$ cat src/hw/rtl/sact_pkg.sv
// ----------------------------------------------------------------------------
// sact_pkg
// Shared types, constants and helpers for the set-associative tag directory.
// ----------------------------------------------------------------------------
package sact_pkg;

  // Geometry. SETS is a power of two; the set index is taken modulo SETS.
  localparam int SETS  = 256;
  localparam int WAYS  = 4;
  localparam int SET_W = (SETS > 1) ? $clog2(SETS) : 1;
  localparam int WAY_W = (WAYS > 1) ? $clog2(WAYS) : 1;

  // Field widths.
  localparam int ADDR_W     = 32;
  localparam int TAG_W      = 32;
  localparam int OFF_W      = 5;
  localparam int IDX_W      = 4;
  localparam int OUT_WAY_W  = 2;
  localparam int CFG_SEL_W  = 2;
  localparam int CFG_DATA_W = 8;

  // Configuration register indexes.
  localparam logic [CFG_SEL_W-1:0] REG_OFFSET_BITS = 2'd0;
  localparam logic [CFG_SEL_W-1:0] REG_INDEX_BITS  = 2'd1;

  localparam logic [OFF_W-1:0] OFFSET_BITS_RST = 5'd6;
  localparam logic [IDX_W-1:0] INDEX_BITS_RST  = 4'd8;

  // Access modes.
  localparam logic MODE_DEMAND   = 1'b0;
  localparam logic MODE_PREFETCH = 1'b1;

  typedef logic [WAY_W-1:0] way_t;
  typedef logic [SET_W-1:0] set_t;
  typedef logic [TAG_W-1:0] tag_t;

  typedef tag_t [WAYS-1:0] tag_row_t;

  // Per-set replacement state: position 0 of order is the most recent way.
  typedef struct packed {
    logic [WAYS-1:0] valid;
    way_t [WAYS-1:0] order;
  } set_state_t;

  typedef struct packed {
    logic hit;
    way_t way;
  } lookup_t;

  function automatic set_state_t reset_state();
    set_state_t st;
    st.valid = '0;
    for (int j = 0; j < WAYS; j++) begin
      st.order[j] = WAY_W'(WAYS - 1 - j);
    end
    return st;
  endfunction

endpackage

$ cat src/hw/rtl/sact_lookup.sv
// ----------------------------------------------------------------------------
// sact_lookup
// Tag compare over one set and LRU promotion; builds the write-back rows.
// ----------------------------------------------------------------------------
module sact_lookup import sact_pkg::*; (
  input  tag_t       tag,
  input  tag_row_t   tag_row,
  input  set_state_t state,
  output lookup_t    result,
  output tag_row_t   tag_row_next,
  output set_state_t state_next
);

  logic [WAYS-1:0] match;
  way_t            pos;
  way_t            w;

  always_comb begin
    for (int p = 0; p < WAYS; p++) begin
      match[p] = state.valid[state.order[p]] && (tag_row[state.order[p]] == tag);
    end

    // Most recent matching position wins; a miss takes the least recent.
    pos = WAY_W'(WAYS - 1);
    for (int p = WAYS - 1; p >= 0; p--) begin
      if (match[p]) begin
        pos = WAY_W'(p);
      end
    end

    w          = state.order[pos];
    result.hit = |match;
    result.way = w;

    state_next          = state;
    state_next.valid[w] = 1'b1;
    state_next.order[0] = w;
    for (int i = 1; i < WAYS; i++) begin
      if (WAY_W'(i) <= pos) begin
        state_next.order[i] = state.order[i - 1];
      end
    end

    tag_row_next    = tag_row;
    tag_row_next[w] = tag;
  end

endmodule
$ cat config.mk
export PLATFORM = sky130hd
export DESIGN_NAME = sact_lookup
export DESIGN_NICKNAME = d
export VERILOG_FILES = /design/src/hw/rtl/sact_pkg.sv /design/src/hw/rtl/sact_lookup.sv
export SDC_FILE = /design/constraint.sdc
export NUM_CORES = 1
export LEC_CHECK = 0
export BUFFER_PORTS_ARGS = -buffer_cell sky130_fd_sc_hd__buf_2
export CAP_MARGIN = 20
export CORE_MARGIN = 4
export CORE_UTILIZATION = 45
export DETAILED_ROUTE_END_ITERATION = 10
export GPL_TIMING_DRIVEN = 0
export PLACE_DENSITY = 0.77
export SETUP_SLACK_MARGIN = 0.15
export SLEW_MARGIN = 20
export SYNTH_ARGS = -nofsm -noshare
export SYNTH_HDL_FRONTEND = slang
export SYNTH_SLANG_ARGS = --single-unit
$ cat constraint.sdc
create_clock -name vclk -period 11.2
set_clock_uncertainty 0.2 [all_clocks]
set_input_delay 1.12 -clock vclk [all_inputs]
set_output_delay 1.12 -clock vclk [all_outputs]
set_load 0.1 [all_outputs]
== Word-level counts from Yosys, hierarchy flattened ==
Cells that the tools add are included.

* Output and inout port bits: 143
* Register bits after elaboration: 0
* Word-level logic and storage cells: 50
* Bits of input ports: 172

* Reductions and logical operators: 6
* Mux-type cells: 29
* Bitwise logic cells: 1
* Equal/unequal tests: 4
* Magnitude comparators: 10

{| class="wikitable"
|+ Operators by type and width
! cell !! count
|-
| 32-bit binary-select mux with 2-bit select || 4
|-
| 32-bit two-way mux || 5
|-
| 128-bit bitwise mux || 1
|-
| 32-bit == test || 4
|-
| 32-bit demux with 2-bit select || 1
|-
| 2-bit by 3-bit < comparator with 1-bit output, second input constant || 6
|-
| 2-bit two-way mux || 6
|-
| 1-bit binary-select mux with 2-bit select || 4
|-
| 1-bit two-way mux || 6
|-
| 1-bit logical AND || 5
|-
| 2-bit binary-select mux with 2-bit select || 1
|-
| 2-bit <= comparator, first input constant || 2
|-
| 4-bit OR || 1
|-
| 4-bit OR reduction || 1
|-
| 1-bit demux with 2-bit select || 1
|-
| 2-bit by 1-bit >= comparator with 1-bit output, second input constant || 1
|-
| 1-bit by 2-bit <= comparator with 1-bit output, first input constant || 1
|}

== Depth between registers and ports, before layout ==
* Word-level depth: 14
* Depth in mapped cells: 14
* Gate-level depth less buffers: 9

== Worst setup path before layout ==
OpenSTA, ideal clock, no wires.

* Path type: input -> output
* From: input port state[1] (netlist name)
* To: output port state_next[5] (netlist name)
* Data arrival time: 5.252 ns
* Stages: 10
* Setup slack: 4.628 ns
* Path buffers: 3
* Required time: 9.880 ns
* Cell sequence: clkbuf_1 > buf_1 > mux4_2 > xnor2_1 > nand4_1 > nor4_2 > nand3_2 > and2_1 > buf_6 > o21ai_0

{| class="wikitable"
|+ RTL lines
! item !! RTL line !! text
|-
| start: declaration || sact_lookup.sv:8 || <nowiki>input set_state_t state,</nowiki>
|-
| end: declaration || sact_lookup.sv:11 || <nowiki>output set_state_t state_next</nowiki>
|}

==> impl_results.md <==
- Placed instance count: 1063
- DRC Markers: 0
- Yosys cell types: 51
- CP endpoint kind: output pin
- Synthesis-to-finish area growth: 23.2%
- Die area: 0.0176 mm²
- CP Launch Point: state[1]
- Grt total ovfl: 0
- Largest net degree at the start of global routing: 11
- Yosys warns: 0
- First-pass GRT wire length: 44900 µm
- Drt total wl: 30700 µm
- Initial antenna violation count: 0
- FMAX: 141 MHz
- Detailed placement HPWL: 24200 µm
- Max_slew headroom: 34.7%
- Met3 Use GR: 7.95%
- Least-Margin Pin Slew: 0.980 ns
- Core Region: 0.0152 mm²
- Cts hold-fix bufs: 0
- Via count: 7089
- # rows: 45
- GR Util met2: 55.8%
- Final core area utilization: 56.8%
- Port Buf Inserts: 278
- Setup bufs post-CTS: 0
- Via density: 6.67
- Finished Layout Cells: 1063
- Syn_area_per_cell: 11.7 µm²
- Final Setup Violations: 0
- Tcrit/Tclk final: 63.2%
- Mapped cell area: 0.00701 mm²
- CP Class: in -> out
- Final ANT Viol Nets: 0
- Count of pins over their slew limit: 0
- Worst Hold Class: in -> out
- Initial DRC count: 763
- Post-layout nets: 1049
- Number of I/O pins: 315
- Max Cap Viol: 0
- Final Hold Violating Endpoints: 0
- Layout cells sized above 1: 64.9%
- Placer Congestion: 0.997
- HP Start: state[11]
- Sequential element share of the synthesized area: 0%
- Initial Util: 46.1%
- Mapped Cells: 597
- Final min period: 7.08 ns
- Top cell type by total area after synthesis: mux4_2
- WHS: 2.59 ns
- Die H: 133 µm
- Crit path DAT: 5.76 ns
- Synth top area cells: mux4_2 40%, mux2_2 12%, xnor2_1 11%
- Worst Setup Start Kind: primary input
- Setup_tns: 0 ns
- LEAKAGE: 3.53 nW
- DRT Pass-1 Iters: 5
- Wire per inst: 28.8 µm
- RSZ-0062 raised after global routing: false
- Vias in the first global route: 7184
- Met1 Usage GRT: 42.7%
- All-Layer GR Usage: 33.6%
- # clk buffers: 0
- Die X: 133 µm
- Cell Pwr Density: 82.3 mW/mm²
- CTS resizes: 0
- Status: finished clean
- Antenna Cells: 0
- Max Fanout on Critical Path: 10
- Gr busiest metal: met2
- VDD IR-drop max: 0.0470 mV
- Yosys top cell area share: 40.2%
- Post-Syn Nets: 769
- Seq. cell area: 0 µm²
- Number of sequential cells: 0
- Required @ worst endpoint: 9.88 ns
routing by layer:
layer  up-vias  share of wire (%)
met2       554                 48
li1       2959                  -
met5         -                  0
met1      3480                 36
met4         0                4.5
met3        96                 11
layout by cell type (no fill, tap or decap), types with 3 or more instances in the layout:
master,Yosys,layout
a21oi_1,3,3
buf_1,19,18
buf_2,7,285
buf_4,12,12
buf_6,12,12
clkbuf_1,31,31
inv_1,7,7
mux2_1,20,20
mux2_2,77,77
mux2_4,40,40
mux2i_1,28,28
mux4_2,125,125
nand2_1,8,8
nand2b_1,5,5
nand3_1,7,7
nand4_1,22,22
nor2_1,3,3
nor4_1,10,10
xnor2_1,91,91
xor2_1,28,28
metrics by stage:
stage | worst slack [ns] | power [mW] | instance area [µm²]
after floorplan | 4.63 | 0.555 | 7010
after global placement | 4.32 | 0.698 | 8630
after detailed placement | 4.28 | 0.703 | 8630
after CTS | 4.27 | 0.705 | 8630
after global routing | 3.96 | 0.735 | 8640
final | 4.12 | 0.711 | 8640
cells in the mapped netlist, drive strengths merged (3+ instances only):
cell type    n
mux2i       28
nand3        8
mux4       125
o21ai        3
xnor2       91
a21oi        5
inv          8
nand2        9
mux2       137
nor2         4
clkbuf      31
nand2b       5
nor4        12
xor2        28
nand4       23
buf         52
final cells by class:
type	count	area (µm²)
Fill cell	1370	6570
Inverter	8	30.0
Tap cell	188	235
Multi-Input combinational cell	506	6500
Timing Repair Buffer	278	1390
Buffer	83	479
power by group:
part,internal [mW],switching [mW],leakage (nW),total (mW)
sequential,0,0,0,0
clock,0,0,0,0
combinational,0.215,0.496,3.53,0.711
logic make-up after synthesis:
group / share of synthesized area (%)
AOI/OAI and AO/OA: 3.41
xor gates and xnor gates: 14.9
buffers and inverters: 7.25
muxes: 68.3
and+or+nand+nor: 6.14
worst max-delay path, stage by stage:
cell,delay [ns]
clkbuf_1,0.38
buf_1,0.75
mux4_2,0.42
xnor2_1,0.38
nand4_1,0.26
nor4_2,0.43
nand3_2,0.20
and2_1,0.21
buf_6,0.13
a21oi_4,0.22
nand2_2,0.17
buf_2,0.32
mux2_2,0.29
buf_2,0.44
worst paths after layout:
check,endpoint,slack [ns],depth (start not counted)
worst min-delay path,state_next[11],2.59,3
worst max-delay path,tag_row_next[71],4.12,14
Power figures use the tool's default switching activity.
