## src/hw/rtl/sact_ram.sv

```systemverilog
// ----------------------------------------------------------------------------
// sact_ram
// Generic single-port-write, single-port-read RAM with registered read data.
// ----------------------------------------------------------------------------
module sact_ram #(
  parameter int WIDTH = 8,
  parameter int DEPTH = 16
) (
  input  logic                                   clk,
  input  logic                                   we,
  input  logic [((DEPTH > 1) ? $clog2(DEPTH) : 1)-1:0] waddr,
  input  logic [WIDTH-1:0]                       wdata,
  input  logic                                   re,
  input  logic [((DEPTH > 1) ? $clog2(DEPTH) : 1)-1:0] raddr,
  output logic [WIDTH-1:0]                       rdata
);

  logic [WIDTH-1:0] mem [DEPTH];

  always_ff @(posedge clk) begin
    if (we) begin
      mem[waddr] <= wdata;
    end
    if (re) begin
      rdata <= mem[raddr];
    end
  end

endmodule

```

## config.mk

```make
export PLATFORM = sky130hd
export DESIGN_NAME = sact_ram
export DESIGN_NICKNAME = d
export VERILOG_FILES = /design/src/hw/rtl/sact_ram.sv
export SDC_FILE = /design/constraint.sdc
export NUM_CORES = 1
export LEC_CHECK = 0
export BUFFER_PORTS_ARGS = -buffer_cell sky130_fd_sc_hd__clkbuf_2
export CAP_MARGIN = 20
export CORE_UTILIZATION = 40
export DETAILED_ROUTE_END_ITERATION = 12
export PLACE_DENSITY = 0.66
export SETUP_SLACK_MARGIN = 0.1
export SYNTH_ARGS = -nofsm -noshare
export SYNTH_HDL_FRONTEND = slang
export SYNTH_SLANG_ARGS = --single-unit
```

## constraint.sdc

```tcl
create_clock -name clk -period 1.9 [get_ports clk]
set_input_delay 0 -clock clk [delete_from_list [all_inputs] [get_ports clk]]
set_output_delay 0 -clock clk [all_outputs]
set_load 0.01 [all_outputs]
```

# [Yosys cells after proc, flatten, opt, wreduce, memory -nomap -nowiden]
# Memory sizes are Yosys's and may differ from the RTL's. A register that Yosys moved wholly into a read port is not among the register bits.
# Cells that the tools add are included.
[totals] n_memories=1 rom_bits=0 output_inout_bits=8 elab_cells=3 input_bits=19 mem_bits_rw=128 latchBits=0 regBits=0
[mem_list] name="mem" words=16 width=8 read_ports=1 rd_clocked_by_memory_dff=1 write_ports=1 line_no="18" source="logic [WIDTH-1:0] mem [DEPTH];"
[op_classes] n_bitwise=0 order_cmp=0 div=0 multipliers=0 n_addsub=0 n_eq_ne=0 shift=0 reduce_logical=0 mux=2
[op_table] op="1-bit 2-to-1 mux" count=2

# [Depth between registers and ports, before layout]
[logic_depth] word_depth=2 depth_mapped=5 ltp_nobuf=3

# [Least setup slack after synthesis]
# OpenSTA, ideal clock, no wires.
[synth_path] kind="input -> register" startpoint="input port waddr[2] in the netlist's numbering" endpoint="memory mem[0][0] (enable)" stages=2 t_arrival_ns=1.110 slack_ns=0.407 t_required_ns=1.517 path_buffers=0 setup_time_ns=0.383 cell_sequence="or3b_2 nor3_1"
[synth_lines] item="from (decl)" line_no="11" source="input logic [((DEPTH > 1) ? $clog2(DEPTH) : 1)-1:0] waddr,"
[synth_lines] item="to (decl)" line_no="18"
# Straight into the memory's write port.

==> metrics.txt <==
# TYPE chip_impl_metric gauge
chip_impl_metric{name="layout.cells.non_filler",unit=""} 467
chip_impl_metric{name="route.detailed.drc",unit=""} 0
chip_impl_metric{name="nNetsFinal",unit=""} 304
chip_impl_metric{name="share_of_async_settable_or_async_resettable_flops_after_synthesis",unit="%"} 0
chip_impl_metric{name="hpwl",unit="mm"} 6.38
chip_impl_metric{name="regToRegSetupSlack",unit="ns"} 0.33
chip_impl_metric{name="critPathRequiredTime",unit="ns"} 2.04
chip_impl_metric{name="setup_viol",unit=""} 0
chip_impl_metric{name="area_growth_syn_to_layout",unit="%"} 17.5
chip_impl_info{name="timing.hold.worst.start",value="wdata[1]"} 1
chip_impl_metric{name="period_minus_slack",unit="ns"} 1.57
chip_impl_metric{name="vias_per_cell",unit=""} 5.25
chip_impl_metric{name="first_iter_violations",unit=""} 272
chip_impl_metric{name="placed_cell_area",unit="um2"} 5660
chip_impl_metric{name="die_area",unit="um2"} 13500
chip_impl_metric{name="drt.antenna.violating_nets",unit=""} 0
chip_impl_metric{name="max_clock_freq",unit="MHz"} 637
chip_impl_info{name="worstReg2RegEnd",value="rdata[0]$_DFFE_PP_"} 1
chip_impl_metric{name="cpPeakStageDelay",unit="ns"} 0.51
chip_impl_info{name="busiest_layer",value="met2"} 1
chip_impl_metric{name="fin_worst_hold_slack",unit="ns"} 0.0336
chip_impl_info{name="result_of_the_run",value="finished clean"} 1
chip_impl_metric{name="netlist_instances",unit=""} 229
chip_impl_metric{name="routed_wire_length_per_instance",unit="um"} 21.2
chip_impl_metric{name="peak_supply_drop",unit="uV"} 679
chip_impl_metric{name="synth_edf_count",unit=""} 136
chip_impl_metric{name="mappedNetlistArea",unit="um2"} 5230
chip_impl_metric{name="synth-warning-count",unit=""} 0
chip_impl_metric{name="die_y",unit="um"} 116
chip_impl_metric{name="clock_tree.buffer_depth",unit=""} 2
chip_impl_metric{name="final-max-slew-violation-count",unit=""} 0
chip_impl_info{name="hold_path_end",value="mem[3][1]$_DFFE_PP_"} 1
chip_impl_metric{name="insertion_delay",unit="ns"} 0.41
chip_impl_metric{name="dp.cells",unit=""} 437
chip_impl_metric{name="track_usage",unit="%"} 16.8
chip_impl_info{name="cell_family_with_most_cp_delay",value="multiplexers"} 1
chip_impl_metric{name="fill_cells",unit=""} 1027
chip_impl_metric{name="io_pins",unit=""} 27
chip_impl_metric{name="reg2regPathDepth",unit=""} 3
chip_impl_metric{name="max-slew-margin-rel",unit="%"} 75.8
chip_impl_metric{name="cts_made_buffers",unit=""} 17
chip_impl_metric{name="total_inserted_antenna_cells",unit=""} 0
chip_impl_metric{name="core-area",unit="um2"} 12700
chip_impl_metric{name="floorplan.initialDensity",unit="%"} 41.3
chip_impl_metric{name="syn_avg_cell_area",unit="um2"} 22.8
chip_impl_metric{name="transition_time_of_the_tightest_slew_check_pin",unit="ns"} 0.363
chip_impl_metric{name="leakagePower",unit="nW"} 2.07
chip_impl_info{name="worstSetupEndpointType",value="register"} 1
chip_impl_metric{name="overflow",unit=""} 0
chip_impl_metric{name="drt_wl_total",unit="mm"} 9.91
chip_impl_metric{name="clkSlewWorstSetupHoldPaths",unit="ns"} 0.05
chip_impl_metric{name="synth.yosys.seq_area_share",unit="%"} 78.1
chip_impl_metric{name="cts_htree_levels",unit=""} 4
chip_impl_info{name="primary_flip_flop_cell_chosen_by_synthesis_mapping",value="edfxtp_1"} 1
chip_impl_info{name="cts_root_buf",value="clkbuf_16"} 1
chip_impl_metric{name="dieWidth",unit="um"} 116
chip_impl_metric{name="timing.setup.tns",unit="ns"} 0
chip_impl_info{name="largest_cells_by_area_after_synthesis",value="edfxtp_1, mux4_2, mux4_1"} 1
chip_impl_metric{name="detailroute.via_count",unit=""} 2453
chip_impl_metric{name="fin_area",unit="um2"} 6140
chip_impl_metric{name="power_per_cell_area",unit="nW/um2"} 1040
chip_impl_info{name="path_cells",value="mux4_1 -> a22oi_1 -> nand2_1"} 1
chip_impl_info{name="worst_hold_path_type",value="primary input to register"} 1
chip_impl_metric{name="clock_sinks",unit=""} 136
chip_impl_metric{name="path_max_fanout",unit=""} 1
chip_impl_metric{name="routabilityCongestion",unit=""} 0.699
chip_impl_metric{name="post_cts.resized_instances",unit=""} 0
chip_impl_metric{name="period_utilization_post_route",unit="%"} 82.6
chip_impl_metric{name="postCtsSetupRepairBufs",unit=""} 0
chip_impl_metric{name="synth_seq_cells",unit=""} 136
chip_impl_metric{name="maxCapViolations",unit=""} 0
chip_impl_info{name="path_class",value="register to register"} 1
chip_impl_metric{name="worstPathBufferInverterCount",unit=""} 0
chip_impl_metric{name="io_buffer_count",unit=""} 26
chip_impl_metric{name="finish.utilization",unit="%"} 48.5
chip_impl_metric{name="syn_nets",unit=""} 248
chip_impl_metric{name="fp-row-count",unit=""} 41
chip_impl_metric{name="use_met1",unit="%"} 21.4
chip_impl_metric{name="grt.met2_usage",unit="%"} 27.0
chip_impl_metric{name="yosysUniqueCellTypes",unit=""} 18
chip_impl_metric{name="timing.final.hold_violations",unit=""} 0
chip_impl_metric{name="grt_start_max_net_pins",unit=""} 33
chip_impl_metric{name="fin_worst_skew",unit="ns"} 0.00767
chip_impl_metric{name="number_of_antenna_violations_at_the_first_check_in_global_routing",unit=""} 0
chip_impl_metric{name="min_delay_path_depth",unit=""} 1
chip_impl_metric{name="critPathArrivalTime",unit="ns"} 1.71
chip_impl_metric{name="area_fraction_of_the_dominant_cell_type_after_synthesis",unit="%"} 78.1
chip_impl_info{name="cp-startpoint",value="mem[1][0]$_DFFE_PP_"} 1
chip_impl_info{name="grt_setup_unrepaired",value="false"} 1
chip_impl_metric{name="detailedRoute.firstPassIterationCount",unit=""} 4
chip_impl_info{name="worst_setup_path_start_kind",value="register"} 1
chip_impl_info{name="r2r-start",value="mem[1][0]$_DFFE_PP_"} 1
chip_impl_metric{name="gr-usage-met3",unit="%"} 5.03
chip_impl_info{name="tritoncts",value="built"} 1
chip_impl_info{name="synth_area_leader_cell",value="edfxtp_1"} 1
chip_impl_metric{name="grt_first_pass_wirelength",unit="mm"} 15.4
chip_impl_info{name="slowest_library_cell_on_the_worst_path",value="mux4_1"} 1
chip_impl_metric{name="final_layout_size_suffix_gt1_share",unit="%"} 28.5
chip_impl_metric{name="first_global_vias",unit=""} 2544
chip_impl_metric{name="postCtsHoldBufs",unit=""} 1
[cells by family after synthesis]
group	share of synthesized area (%)
flip-flops	78.1
AND/OR/NAND/NOR	3.14
multiplexers	14.8
AO/OA/AOI/OAI	2.30
buffers and inverters	1.65
[synth_stat cells (2+ instances only)]
| library cell | instances |
|---|---|
| buf_2 | 3 |
| nor2_1 | 13 |
| nor3_1 | 4 |
| nand3b_1 | 2 |
| mux4_1 | 14 |
| edfxtp_1 | 136 |
| a22oi_1 | 16 |
| buf_6 | 3 |
| nand2b_1 | 2 |
| clkdlybuf4s25_2 | 3 |
| nand2_1 | 9 |
| mux4_2 | 18 |
[layer usage]
metal,wire (um),part of all wire (%)
met3,559,5.6
met5,0,0
met4,112,1.1
met1,4160,42
met2,5080,51
[placed cells by master, fill, tap and decap left out]
master         count
clkinv_2           2
or3b_2             1
clkbuf_16         17
edfxtp_1         136
nand3b_1           2
and2_1             1
dlygate4sd3_1      1
clkbuf_1           2
buf_12             2
nand2_1            9
nand3_1            1
mux4_1            14
mux4_2            18
and2b_1            1
nor3_1             4
nor2_1            13
nor2b_1            1
nand2b_1           2
a22oi_1           16
buf_4             18
clkinv_1           8
clkbuf_2          26
[flip-flops by register name (all words and copies together) (netlist names)]
name,cells
mem,128
rdata,8
[worst max path at each step]
stage                                     end  slack, ns  cells past startpoint
after floorplan           mem[0][0]$_DFFE_PP_       0.41                      2
after global placement     rdata[0]$_DFFE_PP_       0.23                      5
after detailed placement   rdata[0]$_DFFE_PP_       0.21                      5
after CTS                  rdata[0]$_DFFE_PP_       0.32                      3
after global routing       rdata[0]$_DFFE_PP_       0.29                      3
final                      rdata[0]$_DFFE_PP_       0.33                      3
[layout make-up]
| cell class | instances | area, um2 | area share, % |
|---|---|---|---|
| Sequential cell | 136 | 4080 | 66.5 |
| Multi-Input combinational cell | 83 | 1060 | 17.2 |
| Clock buffer | 19 | 433 | 7.05 |
| Timing Repair Buffer | 47 | 315 | 5.13 |
| Tap cell | 172 | 215 | 3.50 |
| Clock inverter | 10 | 40.0 | 0.652 |
[where the power goes]
group / switching (mW) / total (mW) / internal [mW]
sequential: 0.0170 / 3.40 / 3.38
combinational: 0.183 / 0.317 / 0.134
clock: 1.06 / 2.66 / 1.59
[stage by stage]
stage	setup slack (ns)	total power, mW
floorplan	0.407	3.63
global placement	0.234	3.77
detailed placement	0.208	3.78
CTS	0.319	6.43
global route	0.291	6.61
finish	0.330	6.38
No activity file was read; power rests on OpenSTA's default activity.
