--- src/hw/rtl/sact_pkg.sv ---
// ----------------------------------------------------------------------------
// sact_pkg
// Shared types, constants and helpers for the set-associative tag directory.
// ----------------------------------------------------------------------------
package sact_pkg;

  // Geometry. SETS is a power of two; the set index is taken modulo SETS.
  localparam int SETS  = 256;
  localparam int WAYS  = 4;
  localparam int SET_W = (SETS > 1) ? $clog2(SETS) : 1;
  localparam int WAY_W = (WAYS > 1) ? $clog2(WAYS) : 1;

  // Field widths.
  localparam int ADDR_W     = 32;
  localparam int TAG_W      = 32;
  localparam int OFF_W      = 5;
  localparam int IDX_W      = 4;
  localparam int OUT_WAY_W  = 2;
  localparam int CFG_SEL_W  = 2;
  localparam int CFG_DATA_W = 8;

  // Configuration register indexes.
  localparam logic [CFG_SEL_W-1:0] REG_OFFSET_BITS = 2'd0;
  localparam logic [CFG_SEL_W-1:0] REG_INDEX_BITS  = 2'd1;

  localparam logic [OFF_W-1:0] OFFSET_BITS_RST = 5'd6;
  localparam logic [IDX_W-1:0] INDEX_BITS_RST  = 4'd8;

  // Access modes.
  localparam logic MODE_DEMAND   = 1'b0;
  localparam logic MODE_PREFETCH = 1'b1;

  typedef logic [WAY_W-1:0] way_t;
  typedef logic [SET_W-1:0] set_t;
  typedef logic [TAG_W-1:0] tag_t;

  typedef tag_t [WAYS-1:0] tag_row_t;

  // Per-set replacement state: position 0 of order is the most recent way.
  typedef struct packed {
    logic [WAYS-1:0] valid;
    way_t [WAYS-1:0] order;
  } set_state_t;

  typedef struct packed {
    logic hit;
    way_t way;
  } lookup_t;

  function automatic set_state_t reset_state();
    set_state_t st;
    st.valid = '0;
    for (int j = 0; j < WAYS; j++) begin
      st.order[j] = WAY_W'(WAYS - 1 - j);
    end
    return st;
  endfunction

endpackage

--- src/hw/rtl/sact_addr_split.sv ---
// ----------------------------------------------------------------------------
// sact_addr_split
// Splits a byte address into set index and tag under the current geometry.
// ----------------------------------------------------------------------------
module sact_addr_split import sact_pkg::*; (
  input  logic [ADDR_W-1:0] address,
  input  logic [OFF_W-1:0]  offset_bits,
  input  logic [IDX_W-1:0]  index_bits,
  output set_t              set_idx,
  output tag_t              tag
);

  logic [ADDR_W-1:0] shifted;
  logic [ADDR_W-1:0] idx_mask;
  logic [OFF_W:0]    split;

  always_comb begin
    shifted  = address >> offset_bits;
    idx_mask = (ADDR_W'(1) << index_bits) - ADDR_W'(1);
    set_idx  = SET_W'(shifted & idx_mask & ADDR_W'(SETS - 1));
    split    = {1'b0, offset_bits} + (OFF_W + 1)'(index_bits);
    // A split at or past the address width leaves no tag bits.
    if (split >= (OFF_W + 1)'(ADDR_W)) begin
      tag = '0;
    end else begin
      tag = TAG_W'(address >> split[OFF_W-1:0]);
    end
  end

endmodule

--- config.mk ---
export PLATFORM = sky130hd
export DESIGN_NAME = sact_addr_split
export DESIGN_NICKNAME = d
export VERILOG_FILES = /design/src/hw/rtl/sact_pkg.sv /design/src/hw/rtl/sact_addr_split.sv
export SDC_FILE = /design/constraint.sdc
export NUM_CORES = 1
export LEC_CHECK = 0
export BUFFER_PORTS_ARGS = -buffer_cell sky130_fd_sc_hd__buf_2
export CORE_ASPECT_RATIO = 1.4
export CORE_MARGIN = 2
export CORE_UTILIZATION = 45
export DETAILED_ROUTE_END_ITERATION = 8
export PLACE_DENSITY = 0.69
export SYNTH_ARGS = -nofsm -noshare
export SYNTH_HDL_FRONTEND = slang
export SYNTH_SLANG_ARGS = --single-unit
--- constraint.sdc ---
create_clock -name vclk -period 4.46
set_input_delay 0.446 -clock vclk [all_inputs]
set_output_delay 0.446 -clock vclk [all_outputs]
set_load 0.01 [all_outputs]
* Yosys cells after proc, flatten, opt, wreduce, memory -nomap -nowiden
Index checks and enable logic that the tools add are counted.
** Cells by class
- Add/sub/neg operators :: 2
- $lt $le $gt $ge :: 1
- Shift operators :: 3
- Multiplexer cells :: 1
- Bitwise operators :: 1
** Operator list (number)
- 32-bit two-way mux :: 1
- 32-bit by 5-bit >> shifter with 32-bit output :: 1
- 32-bit by 5-bit >> shifter with 8-bit output :: 1
- 8-bit bitwise AND :: 1
- 1-bit by 4-bit << shifter with 8-bit output (first input constant) :: 1
- 8-bit by 2-bit subtractor with 8-bit output (second input constant) :: 1
- 5-bit by 4-bit adder with 6-bit output :: 1
- 6-bit greater-or-equal comparator (second input constant) :: 1
** Word-level totals
- Flip-flop bits (word level) :: 0
- Output and inout port bits :: 40

* Logic depth before layout (Yosys ltp)
- Word-level depth :: 3
- Mapped depth :: 11

* Least setup slack after synthesis
Ideal clock, no wire load.
- Path type :: input to output
- Start :: input port offset_bits[1]
- End :: output port tag[5]
- Data arrival time :: 2.694 ns
- Data required time :: 4.014 ns
- Path slack :: 1.320 ns
- Stages :: 9
- Buffers on the path :: 4
- Path through :: buf_2 -> inv_2 -> fa_1 -> buf_6 -> buf_12 -> buf_8 -> mux2_2 -> mux4_1 -> o22ai_1
** Between the ends
- Word-level cells in the longest chain between the ends :: 3
** RTL lines
- start, declared :: RTL line sact_addr_split.sv:7 : input logic [OFF_W-1:0] offset_bits,
- 5-bit by 4-bit adder with 6-bit output * :: RTL line sact_addr_split.sv:21 : split = {1'b0, offset_bits} + (OFF_W + 1)'(index_bits);
- 32-bit by 5-bit >> shifter with 32-bit output or 6-bit greater-or-equal comparator (tied branches) :: RTL line sact_addr_split.sv:26, sact_addr_split.sv:23
- 32-bit two-way mux * :: RTL line sact_addr_split.sv:23 : if (split >= (OFF_W + 1)'(ADDR_W)) begin
- end, declared :: RTL line sact_addr_split.sv:10 : output tag_t tag
Mark *: on every way between the ends. The rest lies on a longest branch, timed or not.

* Worst setup path in the final report
- Start :: input port index_bits[0]
- End :: output port tag[0]
** Between the ends
- Word-level cells in the longest chain between the ends :: 3
** RTL lines
- start, declared :: RTL line sact_addr_split.sv:8 : input logic [IDX_W-1:0] index_bits,
- 5-bit by 4-bit adder with 6-bit output * :: RTL line sact_addr_split.sv:21
- 32-bit by 5-bit >> shifter with 32-bit output or 6-bit greater-or-equal comparator (tied branches) :: RTL line sact_addr_split.sv:26, sact_addr_split.sv:23
- 32-bit two-way mux * :: RTL line sact_addr_split.sv:23
Marked as above.

==> run_summary.xml <==
<?xml version="1.0" encoding="UTF-8"?>
<metrics>
  <group name="critical_path">
    <metric name="worstPathMaxFanout" unit="">18</metric>
    <metric name="timing_worst_setup_path_type" unit="">in2out</metric>
    <metric name="worstSetupEndpointType" unit="">output port</metric>
    <metric name="critPathArrivalTime" unit="ps">3320</metric>
    <metric name="critical_path_required" unit="ps">4010</metric>
    <metric name="timing.critical_path.from_type" unit="">primary input</metric>
  </group>
  <group name="min_path">
    <metric name="number_of_cells_on_the_worst_hold_path" unit="">4</metric>
    <metric name="min_path_type" unit="">in2out</metric>
  </group>
  <group name="finish">
    <metric name="filler_cell_count" unit="">719</metric>
    <metric name="seq_area" unit="um^2">0</metric>
    <metric name="final_cell_area" unit="um^2">3750</metric>
    <metric name="post_route_cells_drive_above_1_share" unit="%">32.9</metric>
    <metric name="area_growth_syn_to_layout" unit="%">9.39</metric>
    <metric name="clock_buffer_count" unit="">0</metric>
    <metric name="nFlopsAndLatches" unit="">0</metric>
    <metric name="antenna_diode_count" unit="">0</metric>
    <metric name="nNetsFinal" unit="">487</metric>
    <metric name="stdcell_count" unit="">535</metric>
  </group>
  <group name="power_and_ir_drop">
    <metric name="reg_power_share" unit="%">0</metric>
    <metric name="netSwitchingFraction" unit="%">55.0</metric>
    <metric name="clock_share_of_power" unit="%">0</metric>
    <metric name="power_density" unit="nW/um^2">212</metric>
    <metric name="vdd_ir_drop_max" unit="mV">0.108</metric>
    <metric name="power.static_leakage" unit="nW">1.66</metric>
    <metric name="switchingPower" unit="mW">0.437</metric>
    <metric name="internal_power" unit="mW">0.358</metric>
    <metric name="comb_power_share" unit="%">100.0</metric>
  </group>
  <group name="yosys">
    <metric name="yosysWarningCount" unit="">0</metric>
    <metric name="seq_area_frac_synth" unit="%">0</metric>
    <metric name="mappedNetlistNets" unit="">431</metric>
    <metric name="post_synth_inst_count" unit="">384</metric>
    <metric name="syn_avg_cell_area" unit="um^2">8.92</metric>
    <metric name="yosysUniqueCellTypes" unit="">54</metric>
    <metric name="synth.cell_area" unit="um^2">3420</metric>
  </group>
  <group name="flow_run">
    <metric name="max_cap_violations" unit="">0</metric>
  </group>
  <group name="die">
    <metric name="fp.dieArea" unit="um^2">8330</metric>
    <metric name="core.rowCount" unit="">37</metric>
    <metric name="dieWidth" unit="um">77.7</metric>
    <metric name="design.core.area" unit="um^2">7360</metric>
    <metric name="floorplan.io_pins" unit="">81</metric>
    <metric name="initial_core_util" unit="%">46.5</metric>
    <metric name="die_h" unit="um">107</metric>
  </group>
  <group name="timing">
    <metric name="tightestPinTransition" unit="ps">949</metric>
    <metric name="headroom_to_the_max_slew_limit" unit="%">36.3</metric>
    <metric name="final_min_period_over_clock_period" unit="%">84.5</metric>
    <metric name="holdWs" unit="ps">1320</metric>
    <metric name="final.setup.tns" unit="ps">0</metric>
    <metric name="post-route-min-period" unit="ps">3770</metric>
    <metric name="max_slew_violations" unit="">0</metric>
    <metric name="postLayoutSetupSlackWorst" unit="ps">692</metric>
    <metric name="rsz0062_at_grt" unit="">no</metric>
    <metric name="final-hold-violation-count" unit="">0</metric>
    <metric name="setup-violations-final" unit="">0</metric>
    <metric name="max_clock_freq" unit="MHz">265</metric>
  </group>
  <group name="clocking">
    <metric name="cts_resized" unit="">0</metric>
    <metric name="cts_setup_buffers" unit="">0</metric>
    <metric name="number_of_hold_buffers_added_after_cts" unit="">0</metric>
  </group>
  <group name="drt">
    <metric name="ant_nets" unit="">0</metric>
    <metric name="routed_vias_inst" unit="">6.37</metric>
    <metric name="finalWirelength" unit="um">10600</metric>
    <metric name="drt_drc_violations_left" unit="">0</metric>
    <metric name="detailedRoute.firstPassIterationCount" unit="">5</metric>
    <metric name="drtIter0Drc" unit="">157</metric>
    <metric name="route.vias.total" unit="">3410</metric>
    <metric name="wl_per_cell" unit="um">19.8</metric>
  </group>
  <group name="global_routing">
    <metric name="antenna_violations_before_repair" unit="">0</metric>
    <metric name="grt_pass1_wl" unit="um">16700</metric>
    <metric name="groute.usage.overall" unit="%">24.8</metric>
    <metric name="grt_start_max_net_pins" unit="">37</metric>
    <metric name="global_route.overflow_total" unit="">0</metric>
    <metric name="grt_pass1_vias" unit="">3152</metric>
  </group>
  <group name="placement">
    <metric name="dp_worst_setup_slack" unit="ps">677</metric>
    <metric name="placement.io_buffers" unit="">81</metric>
    <metric name="placedInstanceArea" unit="um^2">3750</metric>
    <metric name="place_inst" unit="">535</metric>
    <metric name="gp_congestion" unit="">0.961</metric>
    <metric name="dp_hpwl" unit="um">8430</metric>
  </group>
  <group name="status">
    <metric name="result_of_the_run" unit="">completed</metric>
  </group>
</metrics>
## routing by layer
metal	routed length, um	global-route usage [%]	vias up
met5	0	0	-
met4	300	6.12	0
met3	539	0.421	20
met2	5470	45.0	150
met1	4280	32.5	1629
li1	-	-	1611
## final cells by class
type | count | area (um^2) | area share, %
repair buffers | 90 | 485 | 13.0
well taps | 97 | 121 | 3.24
multi-input cells | 334 | 3090 | 82.4
inverters | 14 | 52.6 | 1.40
## final timing paths
kind	slack [ps]	from	end
min	1320	index_bits[3]	set_idx[7]
max	690	index_bits[0]	tag[0]
## kinds of logic after synthesis
logic type	synth area share, %
AOI/OAI and AO/OA	14.9
and+or+nand+nor	16.8
adders and majority gates	2.41
xor gates and xnor gates	1.50
muxes	54.4
buffers and inverters	9.94
## layout by cell type, fill, tap and decap left out, drive strengths merged, types with 2 or more instances in the layout
cell	count
buf	90
mux2i	64
mux4	44
nand2	39
nor2	27
o21ai	19
a21oi	18
mux2	18
inv	14
nand3	13
nor3	9
o22ai	8
a2bb2oi	7
a211oi	6
a31oi	6
a22oi	5
ha	5
and2	4
or3	4
and3	4
nand3b	3
nand2b	3
nor3b	3
nor4	3
nor2b	3
xor2	3
xnor2	2
o21a	2
a22o	2
or2	2
## worst max-delay path, stage by stage
cell and delay [ps]:
buf_2 150, ha_1 200, inv_1 60, fa_2 830
mux4_1 700, nand2_1 100, a2bb2oi_1 60, a211oi_1 430
o22ai_1 160, buf_2 160
## cells in the mapped netlist, types with 9 or more instances
cell / number / area share (%)
nor2_1: 26 / 2.8
buf_2: 9 / 1.3
mux4_2: 36 / 24
nand3_1: 12 / 1.8
mux2_1: 11 / 3.6
mux2i_1: 64 / 19
inv_1: 13 / 1.4
o21ai_0: 12 / 1.8
nand2_1: 39 / 4.3
clkbuf_1: 9 / 0.99
nor3_1: 9 / 1.3
buf_6: 11 / 3.6
a21oi_1: 15 / 2.2
## per-stage QoR
stage / util, % / power, mW
after floorplan: - / 0.596
after global placement: 50.9 / 0.783
after detailed placement: 50.9 / 0.789
after CTS: 50.9 / 0.791
after global routing: 50.9 / 0.860
final: 50.9 / 0.795
## power by group through the flow
stage	sequential [mW]	clock (mW)	combinational (mW)
after floorplan	0	0	0.596
after global placement	0	0	0.783
after detailed placement	0	0	0.789
after CTS	0	0	0.791
final	0	0	0.795
after global routing	0	0	0.860
Power figures use the tool's default switching activity.
